[src/hdl/ttc_pkg.sv]
// Shared types and constants for the text terminal cursor engine.
`default_nettype none

package ttc_pkg;

  localparam int ROW_W = 5;
  localparam int COL_W = 7;
  localparam int GLYPH_W = 7;
  localparam int ARG_W = 8;

  localparam int QUEUE_DEPTH = 4;
  localparam int QPTR_W = 2;
  localparam int QCNT_W = 3;

  localparam logic [7:0] CH_BS    = 8'h08;
  localparam logic [7:0] CH_TAB   = 8'h09;
  localparam logic [7:0] CH_LF    = 8'h0A;
  localparam logic [7:0] CH_FF    = 8'h0C;
  localparam logic [7:0] CH_CR    = 8'h0D;
  localparam logic [7:0] CH_ESC   = 8'h1B;
  localparam logic [7:0] CH_SPACE = 8'h20;
  localparam logic [7:0] CH_ZERO  = 8'h30;
  localparam logic [7:0] CH_NINE  = 8'h39;
  localparam logic [7:0] CH_SEMI  = 8'h3B;
  localparam logic [7:0] CH_UP_A  = 8'h41;
  localparam logic [7:0] CH_UP_B  = 8'h42;
  localparam logic [7:0] CH_UP_C  = 8'h43;
  localparam logic [7:0] CH_UP_D  = 8'h44;
  localparam logic [7:0] CH_UP_H  = 8'h48;
  localparam logic [7:0] CH_UP_J  = 8'h4A;
  localparam logic [7:0] CH_UP_Z  = 8'h5A;
  localparam logic [7:0] CH_LO_A  = 8'h61;
  localparam logic [7:0] CH_LO_Z  = 8'h7A;
  localparam logic [7:0] CH_TILDE = 8'h7E;

  localparam logic [GLYPH_W-1:0] GLYPH_SPACE = 7'd32;

  typedef enum logic [1:0] {
    CMD_WRITE  = 2'd0,
    CMD_SCROLL = 2'd1,
    CMD_CLEAR  = 2'd2,
    CMD_PLACE  = 2'd3
  } cmd_t;

  typedef enum logic [3:0] {
    OP_PRINT,
    OP_TAB,
    OP_NEWLINE,
    OP_CR,
    OP_BS,
    OP_FF,
    OP_UP,
    OP_DOWN,
    OP_RIGHT,
    OP_LEFT,
    OP_HOME,
    OP_CLEAR
  } op_code_t;

  typedef struct packed {
    op_code_t         code;
    logic [ARG_W-1:0] arg1;
    logic [ARG_W-1:0] arg2;
  } op_t;

  typedef enum logic [2:0] {
    BK_IDLE,
    BK_WRITE,
    BK_SCROLL,
    BK_PLACE,
    BK_TAIL,
    BK_CLEAR
  } back_state_t;

endpackage

`default_nettype wire

[src/hdl/ttc_channels.sv]
// Valid/ready channel interfaces for character bytes and screen commands.
`default_nettype none

interface ttc_byte_if;
  logic       valid;
  logic       ready;
  logic [7:0] char_byte;

  modport source (output valid, output char_byte, input ready);
  modport sink (input valid, input char_byte, output ready);
endinterface

interface ttc_cmd_if import ttc_pkg::*; ();
  logic               valid;
  logic               ready;
  cmd_t               command;
  logic [ROW_W-1:0]   row;
  logic [COL_W-1:0]   column;
  logic [GLYPH_W-1:0] glyph;
  logic               last;

  modport source (output valid, output command, output row, output column,
                  output glyph, output last, input ready);
  modport sink (input valid, input command, input row, input column,
                input glyph, input last, output ready);
endinterface

`default_nettype wire

[src/hdl/ttc_front.sv]
// Byte classifier: escape sequence parsing and translation into cursor operations.
`default_nettype none

module ttc_front import ttc_pkg::*; (
  input  wire logic  clk,
  input  wire logic  rst,
  ttc_byte_if.sink   byte_ch,
  output op_t        push_op,
  output logic       push_valid,
  input  wire logic  push_ready
);

  logic             escape_active, escape_active_next;
  logic [ARG_W-1:0] first_arg, first_arg_next;
  logic [ARG_W-1:0] second_arg, second_arg_next;
  logic             semicolon_seen, semicolon_seen_next;

  logic             take;
  logic             has_op;
  logic [7:0]       c;
  logic             is_digit;
  logic             is_letter;
  logic [3:0]       digit;

  function automatic logic [ARG_W-1:0] add_digit(input logic [ARG_W-1:0] a,
                                                 input logic [3:0] d);
    logic [11:0] t;
    t = ({4'b0, a} << 3) + ({4'b0, a} << 1) + {8'b0, d};
    return (t > 12'd255) ? 8'hFF : t[7:0];
  endfunction

  assign c = byte_ch.char_byte;
  assign is_digit = (c >= CH_ZERO) && (c <= CH_NINE);
  assign is_letter = ((c >= CH_UP_A) && (c <= CH_UP_Z)) ||
                     ((c >= CH_LO_A) && (c <= CH_LO_Z));
  assign digit = 4'(c - CH_ZERO);

  // a byte is taken whenever the queue has room, even one that yields nothing
  assign byte_ch.ready = push_ready;
  assign take = byte_ch.valid && push_ready;
  assign push_valid = take && has_op;

  always_comb begin
    escape_active_next = escape_active;
    first_arg_next = first_arg;
    second_arg_next = second_arg;
    semicolon_seen_next = semicolon_seen;
    has_op = 1'b0;
    push_op.code = OP_PRINT;
    push_op.arg1 = c;
    push_op.arg2 = semicolon_seen ? second_arg : '0;
    if (escape_active) begin
      if (is_digit) begin
        if (semicolon_seen) begin
          second_arg_next = add_digit(second_arg, digit);
        end else begin
          first_arg_next = add_digit(first_arg, digit);
        end
      end else if (c == CH_SEMI) begin
        semicolon_seen_next = 1'b1;
      end else if (is_letter) begin
        push_op.arg1 = first_arg;
        has_op = 1'b1;
        case (c)
          CH_UP_A: push_op.code = OP_UP;
          CH_UP_B: push_op.code = OP_DOWN;
          CH_UP_C: push_op.code = OP_RIGHT;
          CH_UP_D: push_op.code = OP_LEFT;
          CH_UP_H: push_op.code = OP_HOME;
          CH_UP_J: push_op.code = OP_CLEAR;
          default: has_op = 1'b0;
        endcase
        escape_active_next = 1'b0;
        first_arg_next = '0;
        second_arg_next = '0;
        semicolon_seen_next = 1'b0;
      end
    end else begin
      case (c)
        CH_LF: begin
          has_op = 1'b1;
          push_op.code = OP_NEWLINE;
        end
        CH_TAB: begin
          has_op = 1'b1;
          push_op.code = OP_TAB;
        end
        CH_CR: begin
          has_op = 1'b1;
          push_op.code = OP_CR;
        end
        CH_BS: begin
          has_op = 1'b1;
          push_op.code = OP_BS;
        end
        CH_FF: begin
          has_op = 1'b1;
          push_op.code = OP_FF;
        end
        CH_ESC: begin
          escape_active_next = 1'b1;
          first_arg_next = '0;
          second_arg_next = '0;
          semicolon_seen_next = 1'b0;
        end
        default: begin
          if ((c >= CH_SPACE) && (c <= CH_TILDE)) begin
            has_op = 1'b1;
            push_op.code = OP_PRINT;
          end
        end
      endcase
    end
  end

  always_ff @(posedge clk) begin
    if (rst) begin
      escape_active <= 1'b0;
      first_arg <= '0;
      second_arg <= '0;
      semicolon_seen <= 1'b0;
    end else if (take) begin
      escape_active <= escape_active_next;
      first_arg <= first_arg_next;
      second_arg <= second_arg_next;
      semicolon_seen <= semicolon_seen_next;
    end
  end

endmodule

`default_nettype wire

[src/hdl/ttc_queue.sv]
// Short operation queue between the classifier and the command sequencer.
`default_nettype none

module ttc_queue import ttc_pkg::*; (
  input  wire logic clk,
  input  wire logic rst,
  input  wire op_t  push_op,
  input  wire logic push_valid,
  output logic      push_ready,
  output op_t       pop_op,
  output logic      pop_valid,
  input  wire logic pop_ready
);

  op_t               slots [QUEUE_DEPTH];
  logic [QPTR_W-1:0] wr_ptr;
  logic [QPTR_W-1:0] rd_ptr;
  logic [QCNT_W-1:0] count;
  logic              do_push;
  logic              do_pop;

  assign push_ready = (count != QCNT_W'(QUEUE_DEPTH));
  assign pop_valid = (count != '0);
  assign pop_op = slots[rd_ptr];
  assign do_push = push_valid && push_ready;
  assign do_pop = pop_valid && pop_ready;

  always_ff @(posedge clk) begin
    if (do_push) begin
      slots[wr_ptr] <= push_op;
    end
  end

  always_ff @(posedge clk) begin
    if (rst) begin
      wr_ptr <= '0;
      rd_ptr <= '0;
      count <= '0;
    end else begin
      if (do_push) begin
        wr_ptr <= wr_ptr + 1'b1;
      end
      if (do_pop) begin
        rd_ptr <= rd_ptr + 1'b1;
      end
      case ({do_push, do_pop})
        2'b10:   count <= count + 1'b1;
        2'b01:   count <= count - 1'b1;
        default: count <= count;
      endcase
    end
  end

endmodule

`default_nettype wire

[src/hdl/ttc_back.sv]
// Command sequencer: owns the cursor, emits one screen command per cycle unless stalled.
`default_nettype none

module ttc_back import ttc_pkg::*; #(
  parameter int COLUMNS = 80,
  parameter int ROWS = 25
) (
  input  wire logic  clk,
  input  wire logic  rst,
  input  wire op_t   pop_op,
  input  wire logic  pop_valid,
  output logic       pop_ready,
  ttc_cmd_if.source  cmd_ch
);

  localparam logic [ROW_W-1:0] ROW_MAX = ROW_W'(ROWS - 1);
  localparam logic [COL_W-1:0] COL_MAX = COL_W'(COLUMNS - 1);
  localparam logic [8:0]       ROW_LIM = 9'(ROWS);
  localparam logic [8:0]       COL_LIM = 9'(COLUMNS);

  back_state_t        state, state_next;
  logic [ROW_W-1:0]   cursor_row, cursor_row_next;
  logic [COL_W-1:0]   cursor_col, cursor_col_next;
  logic [1:0]         fill_left, fill_left_next;
  logic               tab_mode, tab_mode_next;
  logic               home_mode, home_mode_next;
  logic [GLYPH_W-1:0] glyph_q, glyph_q_next;

  logic               out_valid;
  cmd_t               out_cmd;
  logic [ROW_W-1:0]   out_row;
  logic [COL_W-1:0]   out_col;
  logic [GLYPH_W-1:0] out_glyph;
  logic               out_last;

  logic               can_emit;
  logic               emit;
  cmd_t               e_cmd;
  logic [ROW_W-1:0]   e_row;
  logic [COL_W-1:0]   e_col;
  logic [GLYPH_W-1:0] e_glyph;
  logic               e_last;

  logic [8:0]         row_sum;
  logic [8:0]         col_sum;
  logic [ARG_W-1:0]   home_row;
  logic [ARG_W-1:0]   home_col;

  assign can_emit = !out_valid || cmd_ch.ready;
  assign row_sum = {4'b0, cursor_row} + {1'b0, pop_op.arg1};
  assign col_sum = {2'b0, cursor_col} + {1'b0, pop_op.arg1};
  assign home_row = (pop_op.arg1 == '0) ? '0 : pop_op.arg1 - 1'b1;
  assign home_col = (pop_op.arg2 == '0) ? '0 : pop_op.arg2 - 1'b1;

  always_comb begin
    state_next = state;
    cursor_row_next = cursor_row;
    cursor_col_next = cursor_col;
    fill_left_next = fill_left;
    tab_mode_next = tab_mode;
    home_mode_next = home_mode;
    glyph_q_next = glyph_q;
    pop_ready = 1'b0;
    emit = 1'b0;
    e_cmd = CMD_PLACE;
    e_row = cursor_row;
    e_col = cursor_col;
    e_glyph = '0;
    e_last = 1'b0;
    case (state)
      BK_IDLE: begin
        pop_ready = 1'b1;
        if (pop_valid) begin
          tab_mode_next = 1'b0;
          state_next = BK_PLACE;
          case (pop_op.code)
            OP_PRINT: begin
              glyph_q_next = pop_op.arg1[GLYPH_W-1:0];
              fill_left_next = '0;
              state_next = BK_WRITE;
            end
            OP_TAB: begin
              // fill spaces after the first one, up to the next multiple of four
              glyph_q_next = GLYPH_SPACE;
              fill_left_next = ~cursor_col[1:0];
              tab_mode_next = 1'b1;
              state_next = BK_WRITE;
            end
            OP_NEWLINE: begin
              cursor_col_next = '0;
              if (cursor_row == ROW_MAX) begin
                state_next = BK_SCROLL;
              end else begin
                cursor_row_next = cursor_row + 1'b1;
              end
            end
            OP_CR: cursor_col_next = '0;
            OP_BS: begin
              if (cursor_col != '0) begin
                cursor_col_next = cursor_col - 1'b1;
              end else if (cursor_row != '0) begin
                cursor_row_next = cursor_row - 1'b1;
                cursor_col_next = COL_MAX;
              end
            end
            OP_FF: begin
              cursor_row_next = '0;
              cursor_col_next = '0;
              home_mode_next = 1'b1;
              state_next = BK_CLEAR;
            end
            OP_CLEAR: begin
              home_mode_next = 1'b0;
              state_next = BK_CLEAR;
            end
            OP_UP: begin
              if (pop_op.arg1 > {3'b0, cursor_row}) begin
                cursor_row_next = '0;
              end else begin
                cursor_row_next = cursor_row - pop_op.arg1[ROW_W-1:0];
              end
            end
            OP_DOWN: begin
              cursor_row_next = (row_sum >= ROW_LIM) ? ROW_MAX : row_sum[ROW_W-1:0];
            end
            OP_RIGHT: begin
              cursor_col_next = (col_sum >= COL_LIM) ? COL_MAX : col_sum[COL_W-1:0];
            end
            OP_LEFT: begin
              if (pop_op.arg1 > {1'b0, cursor_col}) begin
                cursor_col_next = '0;
              end else begin
                cursor_col_next = cursor_col - pop_op.arg1[COL_W-1:0];
              end
            end
            OP_HOME: begin
              cursor_row_next = ({1'b0, home_row} >= ROW_LIM) ? ROW_MAX
                                                              : home_row[ROW_W-1:0];
              cursor_col_next = ({1'b0, home_col} >= COL_LIM) ? COL_MAX
                                                              : home_col[COL_W-1:0];
            end
            default: state_next = BK_IDLE;
          endcase
        end
      end
      BK_WRITE: begin
        if (can_emit) begin
          emit = 1'b1;
          e_cmd = CMD_WRITE;
          e_glyph = glyph_q;
          state_next = BK_PLACE;
          if (cursor_col == COL_MAX) begin
            cursor_col_next = '0;
            if (cursor_row == ROW_MAX) begin
              state_next = BK_SCROLL;
            end else begin
              cursor_row_next = cursor_row + 1'b1;
            end
          end else begin
            cursor_col_next = cursor_col + 1'b1;
          end
        end
      end
      BK_SCROLL: begin
        if (can_emit) begin
          emit = 1'b1;
          e_cmd = CMD_SCROLL;
          e_row = '0;
          e_col = '0;
          state_next = BK_PLACE;
        end
      end
      BK_PLACE: begin
        if (can_emit) begin
          emit = 1'b1;
          if (tab_mode) begin
            if (fill_left != '0) begin
              fill_left_next = fill_left - 1'b1;
              state_next = BK_WRITE;
            end else begin
              state_next = BK_TAIL;
            end
          end else begin
            e_last = 1'b1;
            state_next = BK_IDLE;
          end
        end
      end
      BK_TAIL: begin
        if (can_emit) begin
          emit = 1'b1;
          e_last = 1'b1;
          state_next = BK_IDLE;
        end
      end
      BK_CLEAR: begin
        if (can_emit) begin
          emit = 1'b1;
          e_cmd = CMD_CLEAR;
          e_row = '0;
          e_col = '0;
          if (home_mode) begin
            state_next = BK_PLACE;
          end else begin
            e_last = 1'b1;
            state_next = BK_IDLE;
          end
        end
      end
      default: state_next = BK_IDLE;
    endcase
  end

  always_ff @(posedge clk) begin
    if (rst) begin
      state <= BK_IDLE;
      cursor_row <= '0;
      cursor_col <= '0;
      fill_left <= '0;
      tab_mode <= 1'b0;
      home_mode <= 1'b0;
      out_valid <= 1'b0;
    end else begin
      state <= state_next;
      cursor_row <= cursor_row_next;
      cursor_col <= cursor_col_next;
      fill_left <= fill_left_next;
      tab_mode <= tab_mode_next;
      home_mode <= home_mode_next;
      if (emit) begin
        out_valid <= 1'b1;
      end else if (cmd_ch.ready) begin
        out_valid <= 1'b0;
      end
    end
  end

  always_ff @(posedge clk) begin
    glyph_q <= glyph_q_next;
    if (emit) begin
      out_cmd <= e_cmd;
      out_row <= e_row;
      out_col <= e_col;
      out_glyph <= e_glyph;
      out_last <= e_last;
    end
  end

  assign cmd_ch.valid = out_valid;
  assign cmd_ch.command = out_cmd;
  assign cmd_ch.row = out_row;
  assign cmd_ch.column = out_col;
  assign cmd_ch.glyph = out_glyph;
  assign cmd_ch.last = out_last;

endmodule

`default_nettype wire

[src/hdl/text_terminal_cursor_engine.sv]
// Top level of the text terminal cursor engine: classifier, queue and sequencer.
//
//   channel   modport  payload                                 transfer when
//   byte_ch   sink     char_byte[7:0]                          valid && ready
//   cmd_ch    source   command, row, column, glyph, last       valid && ready
//
// The classifier is combinational: a byte enters the queue at the edge it transfers.
// The sequencer takes an operation only when idle, then emits its commands: a write, a
// bottom-row scroll and a placement for a printable; for a tab up to four writes, four
// placements, one scroll and a closing placement. One command per cycle sets the rate.
// Synchronous reset homes the cursor, drops any escape sequence and empties the queue.
// A stalled cmd_ch holds the sequencer; the four-entry queue takes bytes until full.
`default_nettype none

module text_terminal_cursor_engine import ttc_pkg::*; #(
  parameter int COLUMNS = 80,
  parameter int ROWS = 25
) (
  input  wire logic clk,
  input  wire logic rst,
  ttc_byte_if.sink  byte_ch,
  ttc_cmd_if.source cmd_ch
);

  op_t  push_op;
  logic push_valid;
  logic push_ready;
  op_t  pop_op;
  logic pop_valid;
  logic pop_ready;

  ttc_front u_front (
    .clk        (clk),
    .rst        (rst),
    .byte_ch    (byte_ch),
    .push_op    (push_op),
    .push_valid (push_valid),
    .push_ready (push_ready)
  );

  ttc_queue u_queue (
    .clk        (clk),
    .rst        (rst),
    .push_op    (push_op),
    .push_valid (push_valid),
    .push_ready (push_ready),
    .pop_op     (pop_op),
    .pop_valid  (pop_valid),
    .pop_ready  (pop_ready)
  );

  ttc_back #(
    .COLUMNS (COLUMNS),
    .ROWS    (ROWS)
  ) u_back (
    .clk       (clk),
    .rst       (rst),
    .pop_op    (pop_op),
    .pop_valid (pop_valid),
    .pop_ready (pop_ready),
    .cmd_ch    (cmd_ch)
  );

  a_place_on_screen: assert property (@(posedge clk) disable iff (rst)
    cmd_ch.valid && (cmd_ch.command == CMD_PLACE || cmd_ch.command == CMD_WRITE) |->
      (32'(cmd_ch.row) < ROWS) && (32'(cmd_ch.column) < COLUMNS))
    else $error("cursor position outside the screen");

  a_bare_fields: assert property (@(posedge clk) disable iff (rst)
    cmd_ch.valid && (cmd_ch.command == CMD_SCROLL || cmd_ch.command == CMD_CLEAR) |->
      (cmd_ch.row == '0) && (cmd_ch.column == '0) && (cmd_ch.glyph == '0))
    else $error("scroll or clear carries nonzero fields");

  a_write_printable: assert property (@(posedge clk) disable iff (rst)
    cmd_ch.valid && (cmd_ch.command == CMD_WRITE) |->
      (cmd_ch.glyph >= GLYPH_SPACE) && !cmd_ch.last)
    else $error("write command with bad glyph or marked last");

endmodule

`default_nettype wire
[src/flat_wrapper.sv]
// flat-port wrapper written by rule: the top's interface ports become plain ports
module text_terminal_cursor_engine_flat import ttc_pkg::*;
#(
  parameter int COLUMNS = 80,
  parameter int ROWS = 25
)
  (clk, rst, byte_ch_valid, byte_ch_char_byte, byte_ch_ready, cmd_ch_valid, cmd_ch_command, cmd_ch_row, cmd_ch_column, cmd_ch_glyph, cmd_ch_last, cmd_ch_ready);
  ttc_byte_if byte_ch_i ();
  ttc_cmd_if cmd_ch_i ();
  input  wire logic clk;
  input  wire logic rst;
  input wire logic [$bits(byte_ch_i.valid)-1:0] byte_ch_valid;
  input wire logic [$bits(byte_ch_i.char_byte)-1:0] byte_ch_char_byte;
  output wire logic [$bits(byte_ch_i.ready)-1:0] byte_ch_ready;
  output wire logic [$bits(cmd_ch_i.valid)-1:0] cmd_ch_valid;
  output wire logic [$bits(cmd_ch_i.command)-1:0] cmd_ch_command;
  output wire logic [$bits(cmd_ch_i.row)-1:0] cmd_ch_row;
  output wire logic [$bits(cmd_ch_i.column)-1:0] cmd_ch_column;
  output wire logic [$bits(cmd_ch_i.glyph)-1:0] cmd_ch_glyph;
  output wire logic [$bits(cmd_ch_i.last)-1:0] cmd_ch_last;
  input wire logic [$bits(cmd_ch_i.ready)-1:0] cmd_ch_ready;
  assign byte_ch_i.valid = byte_ch_valid;
  assign byte_ch_i.char_byte = byte_ch_char_byte;
  assign byte_ch_ready = byte_ch_i.ready;
  assign cmd_ch_valid = cmd_ch_i.valid;
  assign cmd_ch_command = cmd_ch_i.command;
  assign cmd_ch_row = cmd_ch_i.row;
  assign cmd_ch_column = cmd_ch_i.column;
  assign cmd_ch_glyph = cmd_ch_i.glyph;
  assign cmd_ch_last = cmd_ch_i.last;
  assign cmd_ch_i.ready = cmd_ch_ready;
  text_terminal_cursor_engine #(.COLUMNS(COLUMNS), .ROWS(ROWS)) u_core (.clk(clk), .rst(rst), .byte_ch(byte_ch_i), .cmd_ch(cmd_ch_i));
endmodule
[config.mk]
export PLATFORM = sky130hd
export DESIGN_NAME = text_terminal_cursor_engine_flat
export DESIGN_NICKNAME = d
export VERILOG_FILES = /design/src/hdl/ttc_pkg.sv /design/src/hdl/ttc_channels.sv /design/src/hdl/ttc_front.sv /design/src/hdl/ttc_queue.sv /design/src/hdl/ttc_back.sv /design/src/hdl/text_terminal_cursor_engine.sv /design/src/flat_wrapper.sv
export SDC_FILE = /design/constraint.sdc
export NUM_CORES = 1
export LEC_CHECK = 0
export ABC_CLOCK_PERIOD_IN_PS = 3900
export BUFFER_PORTS_ARGS = -buffer_cell sky130_fd_sc_hd__buf_2
export CAP_MARGIN = 20
export CORE_MARGIN = 2
export CORE_UTILIZATION = 30
export CTS_BUF_LIST = sky130_fd_sc_hd__clkbuf_4 sky130_fd_sc_hd__clkbuf_8
export DETAILED_ROUTE_END_ITERATION = 16
export PLACE_DENSITY = 0.5
export SLEW_MARGIN = 20
export SYNTH_ARGS = -nofsm -noshare
export SYNTH_HDL_FRONTEND = slang
export SYNTH_HIERARCHICAL = 1
export SYNTH_SLANG_ARGS = --single-unit
[constraint.sdc]
create_clock -name clk -period 3.9 [get_ports clk]
set_input_delay 0.195 -clock clk [delete_from_list [all_inputs] [get_ports clk]]
set_output_delay 0.195 -clock clk [all_outputs]
set_load 0.05 [all_outputs]
==> summary by stage <==
Route
The number of iterations in the first detailed-routing pass is 5. After detailed routing, the number of vias per cell comes to roughly 5.3. The number of antenna-violating nets in the routed design is 0. The detailed router placed a little under 8,000 vias in this run. The DRC violations left is 0. In the final routed layout, each cell accounts on average for roughly 18 um. The routed wire length is about 27 mm. For this block, the initial DRC count from the detailed router was ~590.

Power
The analysis attributes to cell leakage a power of 4.37 nW. The power density of the placed cells is roughly 620 nW/um2. The maximum VDD drop is 323 uV.

Clocking
In this run the deepest clock path goes through 2 buffers. TritonCTS built the clock tree. The deepest level of the CTS H-tree is 4.

The tree built by TritonCTS fans out to between 150 and 200 sinks. The number of buffers inserted during clock tree synthesis is 17. The clock reaches the later pin of the worst-skew pair after between 0.4 and 0.5 ns. The total setup buffers inserted after CTS is 0. The clock-pin slew of the registers on the worst-case setup and hold paths is ~0.1 ns. The cell sitting at the root of the clock tree is a clkbuf_8.

In this run, post-CTS hold repair placed 0 buffers. The number of resized instances in the post-cts repair step is 0.

Worst setup path
The signal on the critical path passes through buf_4 > mux4_2 > inv_1 > ha_1 > a221o_1 > a311oi_2 > mux2_2 > o221ai_1 > nand2_1 > o311ai_1. The largest stage delay on the critical path is 0.53 ns. The slack of the worst reg-to-reg path is approximately 0.3 ns. The family with the most delay on the worst path is compound AO/OA/AOI/OAI gates.

The worst path required time is about 4.3 ns. The critical path is of the flip-flop to flip-flop type. STA classifies the critical path endpoint as a flip-flop. The data arrival time of the critical path is just under 4 ns. STA classifies the critical path startpoint as a flip-flop. The logic depth of the worst path, buffers included is 10. In this run the worst path has a maximum fanout of 11.

For the worst flop-to-flop path, the logic depth is 10. The endpoint of the most critical register-to-register path is u_core/u_back/cursor_col[3]$_SDFFE_PP0P_. On the critical path, the stage with the largest delay is an instance of mux4_2.

The number of buffer and inverter instances along the worst setup path is 2.

Synthesis
The register area share after synthesis is ~40%. The number of warnings reported in the yosys synthesis log is 6. For this run, the leading register cell type out of synthesis is edfxtp_1. The number of distinct library cells after synthesis is just over 90. A synthesized cell averages approximately 10 um2. The number of nets handed over by synthesis was 1,095. The synthesized design contains 156 register bits. Summing every instance area after synthesis gives just over 10,000 um2.

Synthesis handed over a netlist of around 1,000 instances. The share of flip-flops with an asynchronous set or reset is 0%. Yosys mapped a number of flops with a built-in enable equal to approximately 110.

Global routing
The overflow left after global routing is 0. The maximum number of pins on one net before global-route repair is 24. The number of global-route vias before repair is about 7,700.

The initial antenna violation count was 0. The total global routing track utilization is 15.3%. The first-pass GRT wire length is between 40 and 50 mm.

Placement
The placer congestion estimate is slightly below 0.9. After legalization and detailed placement, the total HPWL measured approximately 20 mm. The area of placed instances is about 11,000 um2. The pre-CTS setup slack is about 0.35 ns.

The count of buffers inserted at the top-level ports is 35.

Die
The floorplan core area is about 34,000 um2. The die area is about 36,000 um2. The standard-cell row count is 67. For this configuration, the core starts out at a cell density of slightly above 30%.

Measured along the x axis, the die boundary spans 190 um. For this design the top-level I/O count stands at 36. The die is between 150 and 200 um tall.

Timing
For the final database, setup skew stands at 0.0186 ns. Setup slack on the critical path of the routed design comes to approximately 0.3 ns. The setup-violating endpoint count in the final report is 0. The post-route fraction of the period consumed by the critical path is just over 90%. The routed design could run at a clock period as short as 3.61 ns. The relative slew slack is around a third. The number of max-slew violations in the final report is 0. The hold violation count in the final report is 0. For this run, the top clock speed supported by timing is 277 MHz. Setup repair after global routing left no endpoint under its margin. For the pin with the worst max-slew slack, the measured transition is between 0.9 and 1 ns. The setup TNS after final layout is 0 ns.

Finish
The number of antenna diodes in the final layout is 0. The most frequent standard cell in the layout excluding fill and tap cells is edfxtp_1. Counting the fill cells in the layout gives 3,483. In the layout the commonest cells are edfxtp_1, nor2_1, ha_1. In the final design database the tool counted approximately 1,100 nets. The post-route netlist has roughly 15% of its cells at a drive strength greater than 1.

The flip-flop and latch area is ~4200 um2. The area growth from synthesis to layout is 10.9%. The finished cells cover about 11,000 um2. The multi-input combinational cells in the finished layout cover a total of between 5000 and 6000 um2.

Min path
The number of cells traversed by the worst hold path is 4. For hold timing, the worst endpoint is u_core/u_back/state[1]$_SDFFE_PP0P_. The startpoint identified for the worst hold timing path is cmd_ch_ready. The tightest min-delay check is of the input pin to flip-flop type.

Flow run
The total of max-cap violations is 0.

Status
The flow ran to the end, and the final reports show no timing, DRC or antenna violations.
[logic make-up (layout without fill, tap and decap cells)]
family          count (synthesis)  after routing  share of synthesized area (%)
simple gates                  315            315                           16.0
compound gates                269            269                           18.9
flops                         156            156                           40.8
buf+inv                        99            148                           4.01
fa+ha+maj                      87             87                           11.2
mux                            38             38                           6.28
xor+xnor                       32             32                           2.79
[stage by stage]
stage / std cells / power (mW) / util, % / hold WS (ns)
3_3_place_gp: 1461 / 5.85 / 32.8 / 0.468
5_1_grt: 1493 / 7.53 / 34.0 / 0.0662
4_1_cts: 1493 / 7.08 / 34.0 / 0.0464
2_1_floorplan: 996 / 4.90 / - / 0.267
3_5_place_dp: 1461 / 5.81 / 32.8 / 0.489
6_report: 1493 / 7.07 / 34.0 / 0.0722
[layer usage]
layer / wire length [um] / part of all wire (%) / up-vias / GRT usage, %
met5: 0 / 0 / - / 0
met4: 678 / 2.5 / 0 / 5.07
met3: 1050 / 3.9 / 42 / 2.34
met2: 12500 / 46 / 213 / 24.7
met1: 12700 / 47 / 3837 / 21.0
li1: - / - / 3865 / -
[power by group]
part | switching (mW) | internal [mW] | total [mW]
combinational | 2.33 | 1.26 | 3.59
clock | 0.696 | 0.549 | 1.24
sequential | 0.191 | 2.05 | 2.24
total | 3.22 | 3.85 | 7.07
[sequential cells by signal, summed over array words and instances, names as in the netlist, 5 cells and up, named ones only]
| register | cells |
|---|---|
| u_core/u_queue/slots | 80 |
| u_core/u_front/first_arg | 8 |
| u_core/u_front/second_arg | 8 |
| u_core/u_back/cmd_ch.column | 7 |
| u_core/u_back/cmd_ch.glyph | 7 |
| u_core/u_back/cursor_col | 7 |
| u_core/u_back/glyph_q | 7 |
| u_core/u_back/cmd_ch.row | 5 |
| u_core/u_back/cursor_row | 5 |
[worst max path at each step]
stage	start	endpoint	slack [ns]
4_1_cts	flip-flop	u_core/u_back/cursor_col[3]$_SDFFE_PP0P_	0.32
3_3_place_gp	flip-flop	u_core/u_back/cursor_col[3]$_SDFFE_PP0P_	0.43
5_1_grt	flip-flop	u_core/u_back/cursor_row[4]$_SDFFE_PP0P_	0.08
3_5_place_dp	flip-flop	u_core/u_back/cursor_col[3]$_SDFFE_PP0P_	0.35
6_report	flip-flop	u_core/u_back/cursor_col[3]$_SDFFE_PP0P_	0.29
2_1_floorplan	flip-flop	u_core/u_back/cursor_col[3]$_SDFFE_PP0P_	0.46
[Yosys cell counts (all sizes together) (4+ instances only)]
cell	n	area share, %
nand4b	4	0.34
xor2	11	0.93
fa	9	1.7
dfxtp	47	9.1
o21ai	32	1.6
a2111oi	4	0.58
xnor2	21	1.9
mux2	11	1.2
a31oi	14	0.85
nand4	9	0.55
nor3	29	1.4
nor4	6	0.57
buf	17	1.0
ha	78	9.5
a311oi	5	0.48
a221oi	12	1.0
a21o	14	1.0
inv	52	1.9
or4	4	0.29
and2	15	0.91
nand3	23	1.1
o311ai	5	0.42
nand2b	25	1.5
mux2i	7	0.68
nor2b	14	0.92
clkbuf	30	1.1
nand2	55	2.0
o21bai	9	0.65
o211ai	9	0.70
or3	12	0.82
o221ai	12	1.0
a211oi	8	0.58
mux4	20	4.4
nor3b	5	0.36
a22o	9	0.76
a22oi	5	0.36
a21oi	71	3.6
nand3b	7	0.51
o41ai	4	0.41
edfxtp	109	32
nor2	85	3.1
and3	10	0.61
o21a	4	0.29
o22ai	5	0.30
o31ai	9	0.65
[worst min-delay path: cells and delay by family]
kind | cells | cell delay [ns]
AO/OA/AOI/OAI | 1 | 0.05
buffers and inverters | 1 | 0.11
AND/OR/NAND/NOR | 2 | 0.13
[area by class of cell]
| class | instances | area share [%] |
|---|---|---|
| Clock inverter | 13 | 1.26 |
| Sequential cell | 156 | 36.8 |
| Clock buffer | 19 | 2.17 |
| Tap cell | 448 | 4.89 |
| Timing Repair Buffer | 64 | 3.43 |
| Multi-Input combinational cell | 741 | 49.7 |
| Inverter | 52 | 1.70 |
No activity file was read; power rests on OpenSTA's default activity.
